**src/design/wlp_pkg.sv**
```systemverilog
`default_nettype none

package wlp_pkg;

    localparam int TIME_WIDTH = 32;
    localparam logic [31:0] TIME_MASK = (TIME_WIDTH >= 32) ? 32'hFFFF_FFFF
                                        : 32'((64'd1 << TIME_WIDTH) - 64'd1);

    localparam int CYC_W   = 32;
    localparam int LAT_W   = 16;
    localparam int STAMP_W = 32;
    localparam int LOAD_W  = 33;
    localparam int SUM_W   = 64;
    localparam int COUNT_W = 24;
    localparam int SEQ_W   = 32;
    localparam int IN_W    = 144;
    localparam int OUT_W   = 216;
    localparam int OUT_USED_W = 2 * LOAD_W + 3 * CYC_W + LAT_W + SEQ_W;
    localparam int ITER_W  = $clog2(LOAD_W);

    localparam int QUEUE_DEPTH = 2;
    localparam int QPTR_W      = $clog2(QUEUE_DEPTH);
    localparam int QCNT_W      = $clog2(QUEUE_DEPTH + 1);

    localparam logic [COUNT_W-1:0] RESET_WINDOW_LENGTH = 24'd10000;

    typedef struct packed {
        logic [SUM_W-1:0]   sum;
        logic [COUNT_W-1:0] count;
        logic [LOAD_W-1:0]  peak_load;
        logic [CYC_W-1:0]   peak_control;
        logic [CYC_W-1:0]   peak_scope;
        logic [LAT_W-1:0]   peak_latency;
        logic [STAMP_W-1:0] peak_time;
        logic [SEQ_W-1:0]   sequence_number;
    } snapshot_t;

    typedef struct packed {
        logic full;
        logic empty;
    } queue_status_t;

endpackage

`default_nettype wire

```
**src/design/wlp_front.sv**
```systemverilog
`default_nettype none

module wlp_front (
    input  wire logic                          clk,
    input  wire logic                          rst_n,
    input  wire logic                          s_tvalid,
    output logic                               s_tready,
    input  wire logic [wlp_pkg::IN_W-1:0]      s_tdata,
    input  wire logic                          cfg_we,
    input  wire logic [wlp_pkg::COUNT_W-1:0]   cfg_wdata,
    input  wire wlp_pkg::queue_status_t        q_status,
    output logic                               push,
    output wlp_pkg::snapshot_t                 push_data
);
    import wlp_pkg::*;

    logic [COUNT_W-1:0] window_length_reg;
    logic [SUM_W-1:0]   sum_reg;
    logic [COUNT_W-1:0] count_reg;
    logic [LOAD_W-1:0]  peak_load_reg;
    logic [CYC_W-1:0]   peak_control_reg;
    logic [CYC_W-1:0]   peak_scope_reg;
    logic [LAT_W-1:0]   peak_latency_reg;
    logic [STAMP_W-1:0] peak_time_reg;
    logic [SEQ_W-1:0]   seq_reg;

    logic [CYC_W-1:0]   handler;
    logic [CYC_W-1:0]   control;
    logic [CYC_W-1:0]   scope;
    logic [LAT_W-1:0]   latency;
    logic [STAMP_W-1:0] stamp;
    logic [LOAD_W-1:0]  load;
    logic               accept;
    logic               better;
    logic               done;
    logic [COUNT_W-1:0] limit;
    logic [SUM_W-1:0]   sum_next;
    logic [COUNT_W-1:0] count_next;
    logic [LOAD_W-1:0]  peak_load_next;
    logic [CYC_W-1:0]   peak_control_next;
    logic [CYC_W-1:0]   peak_scope_next;
    logic [LAT_W-1:0]   peak_latency_next;
    logic [STAMP_W-1:0] peak_time_next;
    logic [SEQ_W-1:0]   seq_next;

    assign handler = s_tdata[31:0];
    assign control = s_tdata[63:32];
    assign scope   = s_tdata[95:64];
    assign latency = s_tdata[111:96];
    assign stamp   = s_tdata[143:112] & TIME_MASK;
    assign load    = {1'b0, handler} + {{(LOAD_W - LAT_W){1'b0}}, latency};

    assign s_tready = !q_status.full;
    assign accept   = s_tvalid && s_tready;
    assign better   = load > peak_load_reg;
    assign limit    = (window_length_reg == '0) ? COUNT_W'(1) : window_length_reg;

    always_comb
    begin
        sum_next          = sum_reg + {{(SUM_W - LOAD_W){1'b0}}, load};
        count_next        = count_reg + COUNT_W'(1);
        peak_load_next    = better ? load    : peak_load_reg;
        peak_control_next = better ? control : peak_control_reg;
        peak_scope_next   = better ? scope   : peak_scope_reg;
        peak_latency_next = better ? latency : peak_latency_reg;
        peak_time_next    = better ? stamp   : peak_time_reg;
        done              = count_next >= limit;
        seq_next          = seq_reg + SEQ_W'(1);
        if (seq_next == '0)
        begin
            seq_next = SEQ_W'(1);
        end
    end

    assign push                      = accept && done;
    assign push_data.sum             = sum_next;
    assign push_data.count           = count_next;
    assign push_data.peak_load       = peak_load_next;
    assign push_data.peak_control    = peak_control_next;
    assign push_data.peak_scope      = peak_scope_next;
    assign push_data.peak_latency    = peak_latency_next;
    assign push_data.peak_time       = peak_time_next;
    assign push_data.sequence_number = seq_next;

    always_ff @(posedge clk or negedge rst_n)
    begin
        if (!rst_n)
        begin
            window_length_reg <= RESET_WINDOW_LENGTH;
            sum_reg           <= '0;
            count_reg         <= '0;
            peak_load_reg     <= '0;
            peak_control_reg  <= '0;
            peak_scope_reg    <= '0;
            peak_latency_reg  <= '0;
            peak_time_reg     <= '0;
            seq_reg           <= '0;
        end
        else
        begin
            if (cfg_we)
            begin
                window_length_reg <= cfg_wdata;
            end
            if (accept)
            begin
                if (done)
                begin
                    sum_reg          <= '0;
                    count_reg        <= '0;
                    peak_load_reg    <= '0;
                    peak_control_reg <= '0;
                    peak_scope_reg   <= '0;
                    peak_latency_reg <= '0;
                    peak_time_reg    <= '0;
                    seq_reg          <= seq_next;
                end
                else
                begin
                    sum_reg          <= sum_next;
                    count_reg        <= count_next;
                    peak_load_reg    <= peak_load_next;
                    peak_control_reg <= peak_control_next;
                    peak_scope_reg   <= peak_scope_next;
                    peak_latency_reg <= peak_latency_next;
                    peak_time_reg    <= peak_time_next;
                end
            end
        end
    end

endmodule

`default_nettype wire

```
**src/design/wlp_queue.sv**
```systemverilog
`default_nettype none

module wlp_queue (
    input  wire logic               clk,
    input  wire logic               rst_n,
    input  wire logic               push,
    input  wire wlp_pkg::snapshot_t push_data,
    input  wire logic               pop,
    output wlp_pkg::snapshot_t      head,
    output wlp_pkg::queue_status_t  status
);
    import wlp_pkg::*;

    snapshot_t          entry_reg [QUEUE_DEPTH];
    logic [QPTR_W-1:0]  wr_ptr_reg;
    logic [QPTR_W-1:0]  rd_ptr_reg;
    logic [QCNT_W-1:0]  fill_reg;
    logic               do_push;
    logic               do_pop;

    assign status.full  = fill_reg == QCNT_W'(QUEUE_DEPTH);
    assign status.empty = fill_reg == '0;
    assign do_push      = push && !status.full;
    assign do_pop       = pop && !status.empty;
    assign head         = entry_reg[rd_ptr_reg];

    always_ff @(posedge clk)
    begin
        if (do_push)
        begin
            entry_reg[wr_ptr_reg] <= push_data;
        end
    end

    always_ff @(posedge clk or negedge rst_n)
    begin
        if (!rst_n)
        begin
            wr_ptr_reg <= '0;
            rd_ptr_reg <= '0;
            fill_reg   <= '0;
        end
        else
        begin
            if (do_push)
            begin
                wr_ptr_reg <= (wr_ptr_reg == QPTR_W'(QUEUE_DEPTH - 1)) ? '0
                              : wr_ptr_reg + QPTR_W'(1);
            end
            if (do_pop)
            begin
                rd_ptr_reg <= (rd_ptr_reg == QPTR_W'(QUEUE_DEPTH - 1)) ? '0
                              : rd_ptr_reg + QPTR_W'(1);
            end
            if (do_push && !do_pop)
            begin
                fill_reg <= fill_reg + QCNT_W'(1);
            end
            else if (do_pop && !do_push)
            begin
                fill_reg <= fill_reg - QCNT_W'(1);
            end
        end
    end

endmodule

`default_nettype wire

```
**src/design/wlp_back.sv**
```systemverilog
`default_nettype none

module wlp_back (
    input  wire logic                      clk,
    input  wire logic                      rst_n,
    input  wire wlp_pkg::snapshot_t        head,
    input  wire wlp_pkg::queue_status_t    q_status,
    output logic                           pop,
    output logic                           m_tvalid,
    input  wire logic                      m_tready,
    output logic [wlp_pkg::OUT_W-1:0]      m_tdata
);
    import wlp_pkg::*;

    typedef enum logic [2:0] {
        ST_IDLE = 3'b001,
        ST_DIV  = 3'b010,
        ST_OUT  = 3'b100
    } back_state_t;

    back_state_t         state_reg;
    back_state_t         state_next;
    snapshot_t           snap_reg;
    logic [COUNT_W-1:0]  rem_reg;
    logic [COUNT_W-1:0]  rem_next;
    logic [LOAD_W-1:0]   dq_reg;
    logic [LOAD_W-1:0]   dq_next;
    logic [ITER_W-1:0]   iter_reg;
    logic [ITER_W-1:0]   iter_next;
    logic [COUNT_W:0]    trial;
    logic [COUNT_W:0]    trial_diff;
    logic                fits;

    // The quotient is below 2^33, so the upper sum bits start as a partial
    // remainder that is already smaller than the divisor.
    assign trial      = {rem_reg, dq_reg[LOAD_W-1]};
    assign trial_diff = trial - {1'b0, snap_reg.count};
    assign fits       = trial >= {1'b0, snap_reg.count};
    assign pop        = (state_reg == ST_IDLE) && !q_status.empty;

    always_comb
    begin
        state_next = state_reg;
        rem_next   = rem_reg;
        dq_next    = dq_reg;
        iter_next  = iter_reg;
        case (state_reg)
            ST_IDLE:
            begin
                if (!q_status.empty)
                begin
                    rem_next   = head.sum[SUM_W-8:LOAD_W];
                    dq_next    = head.sum[LOAD_W-1:0];
                    iter_next  = '0;
                    state_next = ST_DIV;
                end
            end
            ST_DIV:
            begin
                rem_next  = fits ? trial_diff[COUNT_W-1:0] : trial[COUNT_W-1:0];
                dq_next   = {dq_reg[LOAD_W-2:0], fits};
                iter_next = iter_reg + ITER_W'(1);
                if (iter_reg == ITER_W'(LOAD_W - 1))
                begin
                    state_next = ST_OUT;
                end
            end
            ST_OUT:
            begin
                if (m_tready)
                begin
                    state_next = ST_IDLE;
                end
            end
            default:
            begin
                state_next = ST_IDLE;
            end
        endcase
    end

    always_ff @(posedge clk)
    begin
        if (pop)
        begin
            snap_reg <= head;
        end
        rem_reg  <= rem_next;
        dq_reg   <= dq_next;
        iter_reg <= iter_next;
    end

    always_ff @(posedge clk or negedge rst_n)
    begin
        if (!rst_n)
        begin
            state_reg <= ST_IDLE;
        end
        else
        begin
            state_reg <= state_next;
        end
    end

    assign m_tvalid = state_reg == ST_OUT;
    assign m_tdata  = {{(OUT_W - OUT_USED_W){1'b0}},
                       snap_reg.sequence_number,
                       snap_reg.peak_time,
                       snap_reg.peak_latency,
                       snap_reg.peak_scope,
                       snap_reg.peak_control,
                       snap_reg.peak_load,
                       dq_reg};

endmodule

`default_nettype wire

```
**src/design/windowed_load_profiler.sv**
```systemverilog
`default_nettype none

// Windowed load profiler. Each input item is one profiling sample, and the block can take
// one sample in every cycle. A sample's load (handler cycles plus entry latency, 33 bits)
// goes into a window sum and a strictly greater load becomes the new window peak. When the
// sample count reaches window_length (zero counts as one), a snapshot with the average
// load, the peak fields and a nonzero window number is produced. The average comes from a
// restoring divider that yields one quotient bit per cycle. Each snapshot is popped from
// the queue into the divider and, once divided, waits on the output register until it
// is taken; the divider takes one snapshot at a time. Up to two finished windows wait in
// a queue ahead of the divider; input is held off only while that queue is full, so the
// block takes one sample per cycle unless short windows fill the queue faster than the
// divider empties it. A write of window_length applies to the samples after it and does
// not clear the window in progress.
module windowed_load_profiler (
    input  wire logic                          clk,
    input  wire logic                          rst_n,
    input  wire logic                          s_tvalid,
    output logic                               s_tready,
    // handler_cycles, control_part_cycles, scope_part_cycles, entry_latency, timestamp
    input  wire logic [wlp_pkg::IN_W-1:0]      s_tdata,
    output logic                               m_tvalid,
    input  wire logic                          m_tready,
    // load_average, load_maximum, control_at_max, scope_at_max, latency_at_max,
    // time_at_max, window_number, zero fill
    output logic [wlp_pkg::OUT_W-1:0]          m_tdata,
    input  wire logic                          cfg_we,
    input  wire logic [wlp_pkg::COUNT_W-1:0]   cfg_wdata
);
    import wlp_pkg::*;

    logic          push;
    logic          pop;
    snapshot_t     push_data;
    snapshot_t     head;
    queue_status_t q_status;

    wlp_front u_front (
        .clk       (clk),
        .rst_n     (rst_n),
        .s_tvalid  (s_tvalid),
        .s_tready  (s_tready),
        .s_tdata   (s_tdata),
        .cfg_we    (cfg_we),
        .cfg_wdata (cfg_wdata),
        .q_status  (q_status),
        .push      (push),
        .push_data (push_data)
    );

    wlp_queue u_queue (
        .clk       (clk),
        .rst_n     (rst_n),
        .push      (push),
        .push_data (push_data),
        .pop       (pop),
        .head      (head),
        .status    (q_status)
    );

    wlp_back u_back (
        .clk      (clk),
        .rst_n    (rst_n),
        .head     (head),
        .q_status (q_status),
        .pop      (pop),
        .m_tvalid (m_tvalid),
        .m_tready (m_tready),
        .m_tdata  (m_tdata)
    );

endmodule

`default_nettype wire

```
**config.mk**
```make
export PLATFORM = sky130hd
export DESIGN_NAME = windowed_load_profiler
export DESIGN_NICKNAME = d
export VERILOG_FILES = /design/src/design/wlp_pkg.sv /design/src/design/wlp_front.sv /design/src/design/wlp_queue.sv /design/src/design/wlp_back.sv /design/src/design/windowed_load_profiler.sv
export SDC_FILE = /design/constraint.sdc
export NUM_CORES = 1
export LEC_CHECK = 0
export BUFFER_PORTS_ARGS = -buffer_cell sky130_fd_sc_hd__buf_4
export CORE_MARGIN = 2
export CORE_UTILIZATION = 55
export DETAILED_ROUTE_END_ITERATION = 8
export PLACE_DENSITY_LB_ADDON = 0.12
export SLEW_MARGIN = 10
export SYNTH_ARGS = -nofsm -noshare
export SYNTH_HDL_FRONTEND = slang
export SYNTH_HIERARCHICAL = 1
export SYNTH_SLANG_ARGS = --single-unit
export TNS_END_PERCENT = 10
```
**constraint.sdc**
```tcl
create_clock -name clk -period 14.6 [get_ports clk]
set_input_delay 2.19 -clock clk [delete_from_list [all_inputs] [get_ports clk]]
set_output_delay 2.19 -clock clk [all_outputs]
set_load 0.05 [all_outputs]
```
-- Word level (Yosys, flattened, before mapping)
Memories as Yosys holds them, arrays and structs flattened.
Cells that the tools add are included.
- $add $sub $neg: 10
- $lt $le $gt $ge: 3
- equality and inequality tests: 8
- multiplexer cells: 31
- reduce and logical (&&, ||, !) cells: 19
- operators by type and width (kind ; count):
    $mux 32 ; 7
    $mux 33 ; 3
    $mux 24 ; 4
    $pmux 33 s2 ; 1
    $add 64x33->64 ; 1
    $mux 64 ; 1
    $pmux 24 s2 ; 1
    $add 32x16->33 ; 1
    $gt 33x33->1 ; 1
    $add 32x1->32 const B ; 1
    $logic_not 32->1 ; 1
    $mux 16 ; 2
    $ge 25x24->1 ; 1
    $add 24x1->24 const B ; 1
    $ge 24x24->1 ; 1
    $logic_not 24->1 ; 1
    $sub 24x24->24 ; 1
    $pmux 6 s2 ; 1
    $mux 3 ; 3
    $pmux 3 s3 ; 1
    $logic_and 1x1->1 ; 7
    $add 6x1->6 const B ; 1
    $eq 6x6->1 const B ; 1
    $mux 6 ; 1
    16 further kinds ; 27
- register bits after elaboration: 560
- memory bits (writable): 530
- input bits: 173
- memories kept: 1
- memory list (memory ; depth ; bits a word ; rd ports ; clocked after memory_dff ; wr ports ; RTL line ; text):
    u_queue.entry_reg ; 2 ; 265 ; 1 ; 0 ; 1 ; wlp_queue.sv:14 ; snapshot_t entry_reg [QUEUE_DEPTH];

-- Longest topological paths before layout
- depth after elaboration: 9
- mapped depth: 25

-- Modules after synthesis
The synthesis kept the hierarchy.
- by module, submodules not included (module ; times used ; cells each ; area an instance (um2) ; seq. area each (um2)):
    wlp_queue ; 1 ; 844 ; 20372.0 ; 16015.4
    wlp_front ; 1 ; 2019 ; 19135.9 ; 7238.2
    wlp_back ; 1 ; 888 ; 11905.2 ; 8003.9

-- Worst setup path after synthesis
Ideal clock, no wire load.
- path type: register to register
- start: reg u_front.count_reg[0]
- end: mem u_queue/entry_reg[0][0] (netlist bit), enable pin
- arrival: 14.508 ns
- data required time: 13.703 ns
- path slack: -0.805 ns
- stages on the path, launching flop included: 19
- buffers on the path: 2
- clock period less this slack: 15.405 ns
- cell sequence: dfrtp_1 > ha_1 > nand3_1 > nor2_1 > nand3_1 > or3_1 > clkbuf_1 > xnor2_1 > ha_1 > nand2_1 > o21ai_1 > a41oi_1 > or2_1 > a31oi_1 > o21ai_4 > inv_4 > clkbuf_1 > nand2_1 > nor2_1
- RTL lines (what ; RTL line ; text):
    start, declared ; wlp_front.sv:19 ; logic [COUNT_W-1:0] count_reg;
    start signal, assigned ; wlp_front.sv:121 ; count_reg <= count_next;
    end, declared ; wlp_queue.sv:14 ;

-- Worst setup path after layout
- start: in s_tdata[102] (netlist bit)
- end: reg u_front.peak_time_reg[3]
- cells in the longest elaborated chain, start to end: 4
- ends and longest elaborated chain (what ; RTL line ; text):
    start, declared ; windowed_load_profiler.sv:21 ; input wire logic [wlp_pkg::IN_W-1:0] s_tdata,
    $add 32x16->33 ; wlp_front.sv:51 ; assign load = {1'b0, handler} + {{(LOAD_W - LAT_W){1'b0}}, latency};
    $gt 33x33->1 ; wlp_front.sv:55 ; assign better = load > peak_load_reg;
    $mux 32 ; wlp_front.sv:66 ; peak_time_next = better ? stamp : peak_time_reg;
    $mux 32 ; wlp_front.sv:107 ; if (done)
    end signal, assigned ; wlp_front.sv:126 ; peak_time_reg <= peak_time_next;
    end, declared ; wlp_front.sv:24 ; logic [STAMP_W-1:0] peak_time_reg;
Every way passes these cells.
A chain may end at the register's enable or synchronous reset.

==> impl_metrics.env <==
export IMPL_cts_sinks=1069
export IMPL_cts_resized_gates=0
export IMPL_slew_violations=0
export IMPL_io_buffers=384
export IMPL_min_path_type="flip-flop to flip-flop"
export IMPL_cts_root_buf="clkbuf_16"
export IMPL_period_minus_slack_ns=8.66
export IMPL_finalNetCount=4162
export IMPL_wire_per_inst_um=21.4
export IMPL_tritoncts="yes"
export IMPL_first_iter_violations=1928
export IMPL_syn_avg_cell_area_um2=13.7
export IMPL_crit_slowest_cell="buf_4"
export IMPL_leakage_nw=23.2
export IMPL_worstPathMaxFanout=67
export IMPL_firstDrtPassIters=5
export IMPL_overflow=0
export IMPL_dieWidth_um=307
export IMPL_power_density_mw_per_mm2=225
export IMPL_critPathMostFrequentCell="buf_4"
export IMPL_grt_total_usage_pct=23.2
export IMPL_ctsHoldBuffers=0
export IMPL_grt_max_degree=150
export IMPL_path_clk_slew_ns=0.06
export IMPL_startpoint_type="primary input"
export IMPL_largest_reg_flops=516
export IMPL_place_congestion=0.865
export IMPL_area_growth_pct=12.1
export IMPL_crit_chain="buf_4, ha_1, a2111oi_0, o21ai_1, a41oi_1, o41ai_1, a21oi_1, nor2_1, nand4_1, xor2_1, inv_1, ha_1, nand4_1, or2_1, nor3_1, inv_1, nor3_1, a211oi_1, a31o_4, nor2_4, buf_4, buf_4, a22o_1"
export IMPL_netlist_instances=3677
export IMPL_cp_required_ns=15.22
export IMPL_yosys_warnings=6
export IMPL_die_h_um=307
export IMPL_hold_slack_ns=0.475
export IMPL_vdd_drop_max_v=0.000161
export IMPL_rsz0062_at_grt="false"
export IMPL_ant_nets=0
export IMPL_fin_setup_tns_ns=0
export IMPL_drc_errors=0
export IMPL_hpwl_mm=71.2
export IMPL_die_area_mm2=0.0941
export IMPL_cts_buffers=108
export IMPL_syn_cell_area_mm2=0.0504
export IMPL_hold_violations=0
export IMPL_post_route_period_util_pct=59.3
export IMPL_wirelength_mm=110
export IMPL_core_area_mm2=0.0912
export IMPL_cts_setup_buffers=0
export IMPL_fin_skew_ns=0.0325
export IMPL_fmax_mhz=116
export IMPL_setup_viol=0
export IMPL_cp_slowest_stage_delay_ns=0.78
export IMPL_ios=391
export IMPL_row_count=111
export IMPL_drive_above_1_share_pct=23.3
export IMPL_place_area_mm2=0.0528
export IMPL_vias=29041
export IMPL_clkLatencyLatePin_ns=0.70
export IMPL_tightest_slew_ns=1.11
export IMPL_final_common_cell="edfxtp_1"
export IMPL_vias_per_cell=5.65
export IMPL_cts_max_path_buffers=3
export IMPL_most_common_layout_cells="780 x edfxtp_1, 412 x buf_4, 332 x nand2_1"
export IMPL_path_class="primary input to flip-flop"
export IMPL_max_slew_margin_pct=25.7
export IMPL_grt_pass1_vias=29143
export IMPL_worstPathArrival_ns=9.28
export IMPL_status="finished clean"
export IMPL_cp_end_kind="flip-flop"
export IMPL_antenna_found_initial=6
export IMPL_start_util_pct=55.3
export IMPL_grt_pass1_wl_mm=170
export IMPL_cap_viol_max_count=0
export IMPL_cts_max_level=3
export IMPL_final_cell_area_mm2=0.0565
## power by group
part	leakage, nW	switching, mW	internal [mW]
Clock	1.79	1.20	1.70
Combinational	10.4	3.25	1.85
Sequential	11.0	0.389	4.32
## critical path: cells and delay by family
kind                       cells  cell delay, ns
AOI/OAI and AO/OA              8            2.34
adders and majority gates      2            0.66
buffers and inverters          5            1.74
and+or+nand+nor                7            1.98
xor gates and xnor gates       1            0.26
## path summary, 6_finish.rpt
kind | startpoint | to | slack, ns | cells past startpoint
min reg2reg | u_front/count_reg[22] | u_front/count_reg[22] | 0.47 | 1
max in group asynchronous | rst_n | u_front/peak_scope_reg[18] | 10.99 | 3
min in group asynchronous | rst_n | u_front/window_length_reg[0] | 1.46 | 1
max reg2reg | u_front/count_reg[0] | u_front/peak_time_reg[3] | 7.85 | 20
min | u_front/count_reg[22] | u_front/count_reg[22] | 0.47 | 1
max | s_tdata[102] | u_front/peak_time_reg[3] | 5.94 | 23
## layer usage
metal	GRT usage [%]	share of wire, %
met1	31.7	44
met2	37.9	48
met3	4.09	5.3
met4	7.36	2.5
met5	0	0
## through the flow
stage | utilization, % | total power, mW | setup slack [ns] | std cells
final | 62.0 | 12.7 | 5.94 | 5138
after global routing | 62.0 | 13.4 | 5.50 | 5138
after CTS | 61.9 | 12.8 | 6.05 | 5132
after detailed placement | 57.8 | 9.86 | 5.33 | 4927
after global placement | 57.8 | 9.79 | 5.43 | 4927
after floorplan | - | 8.86 | 2.83 | 3682
## cell type report
type                    instances  area [um^2]
well taps                    1186         1480
diodes                          6         15.0
inverters                     138          520
fillers                      7048        34700
flip-flops and latches       1069        30700
multi-input cells            2117        16900
clock buffers                 138         2910
repair buffers                417         3190
clock inverters                67          852
Note: power is estimated with default switching activity, not from simulation.
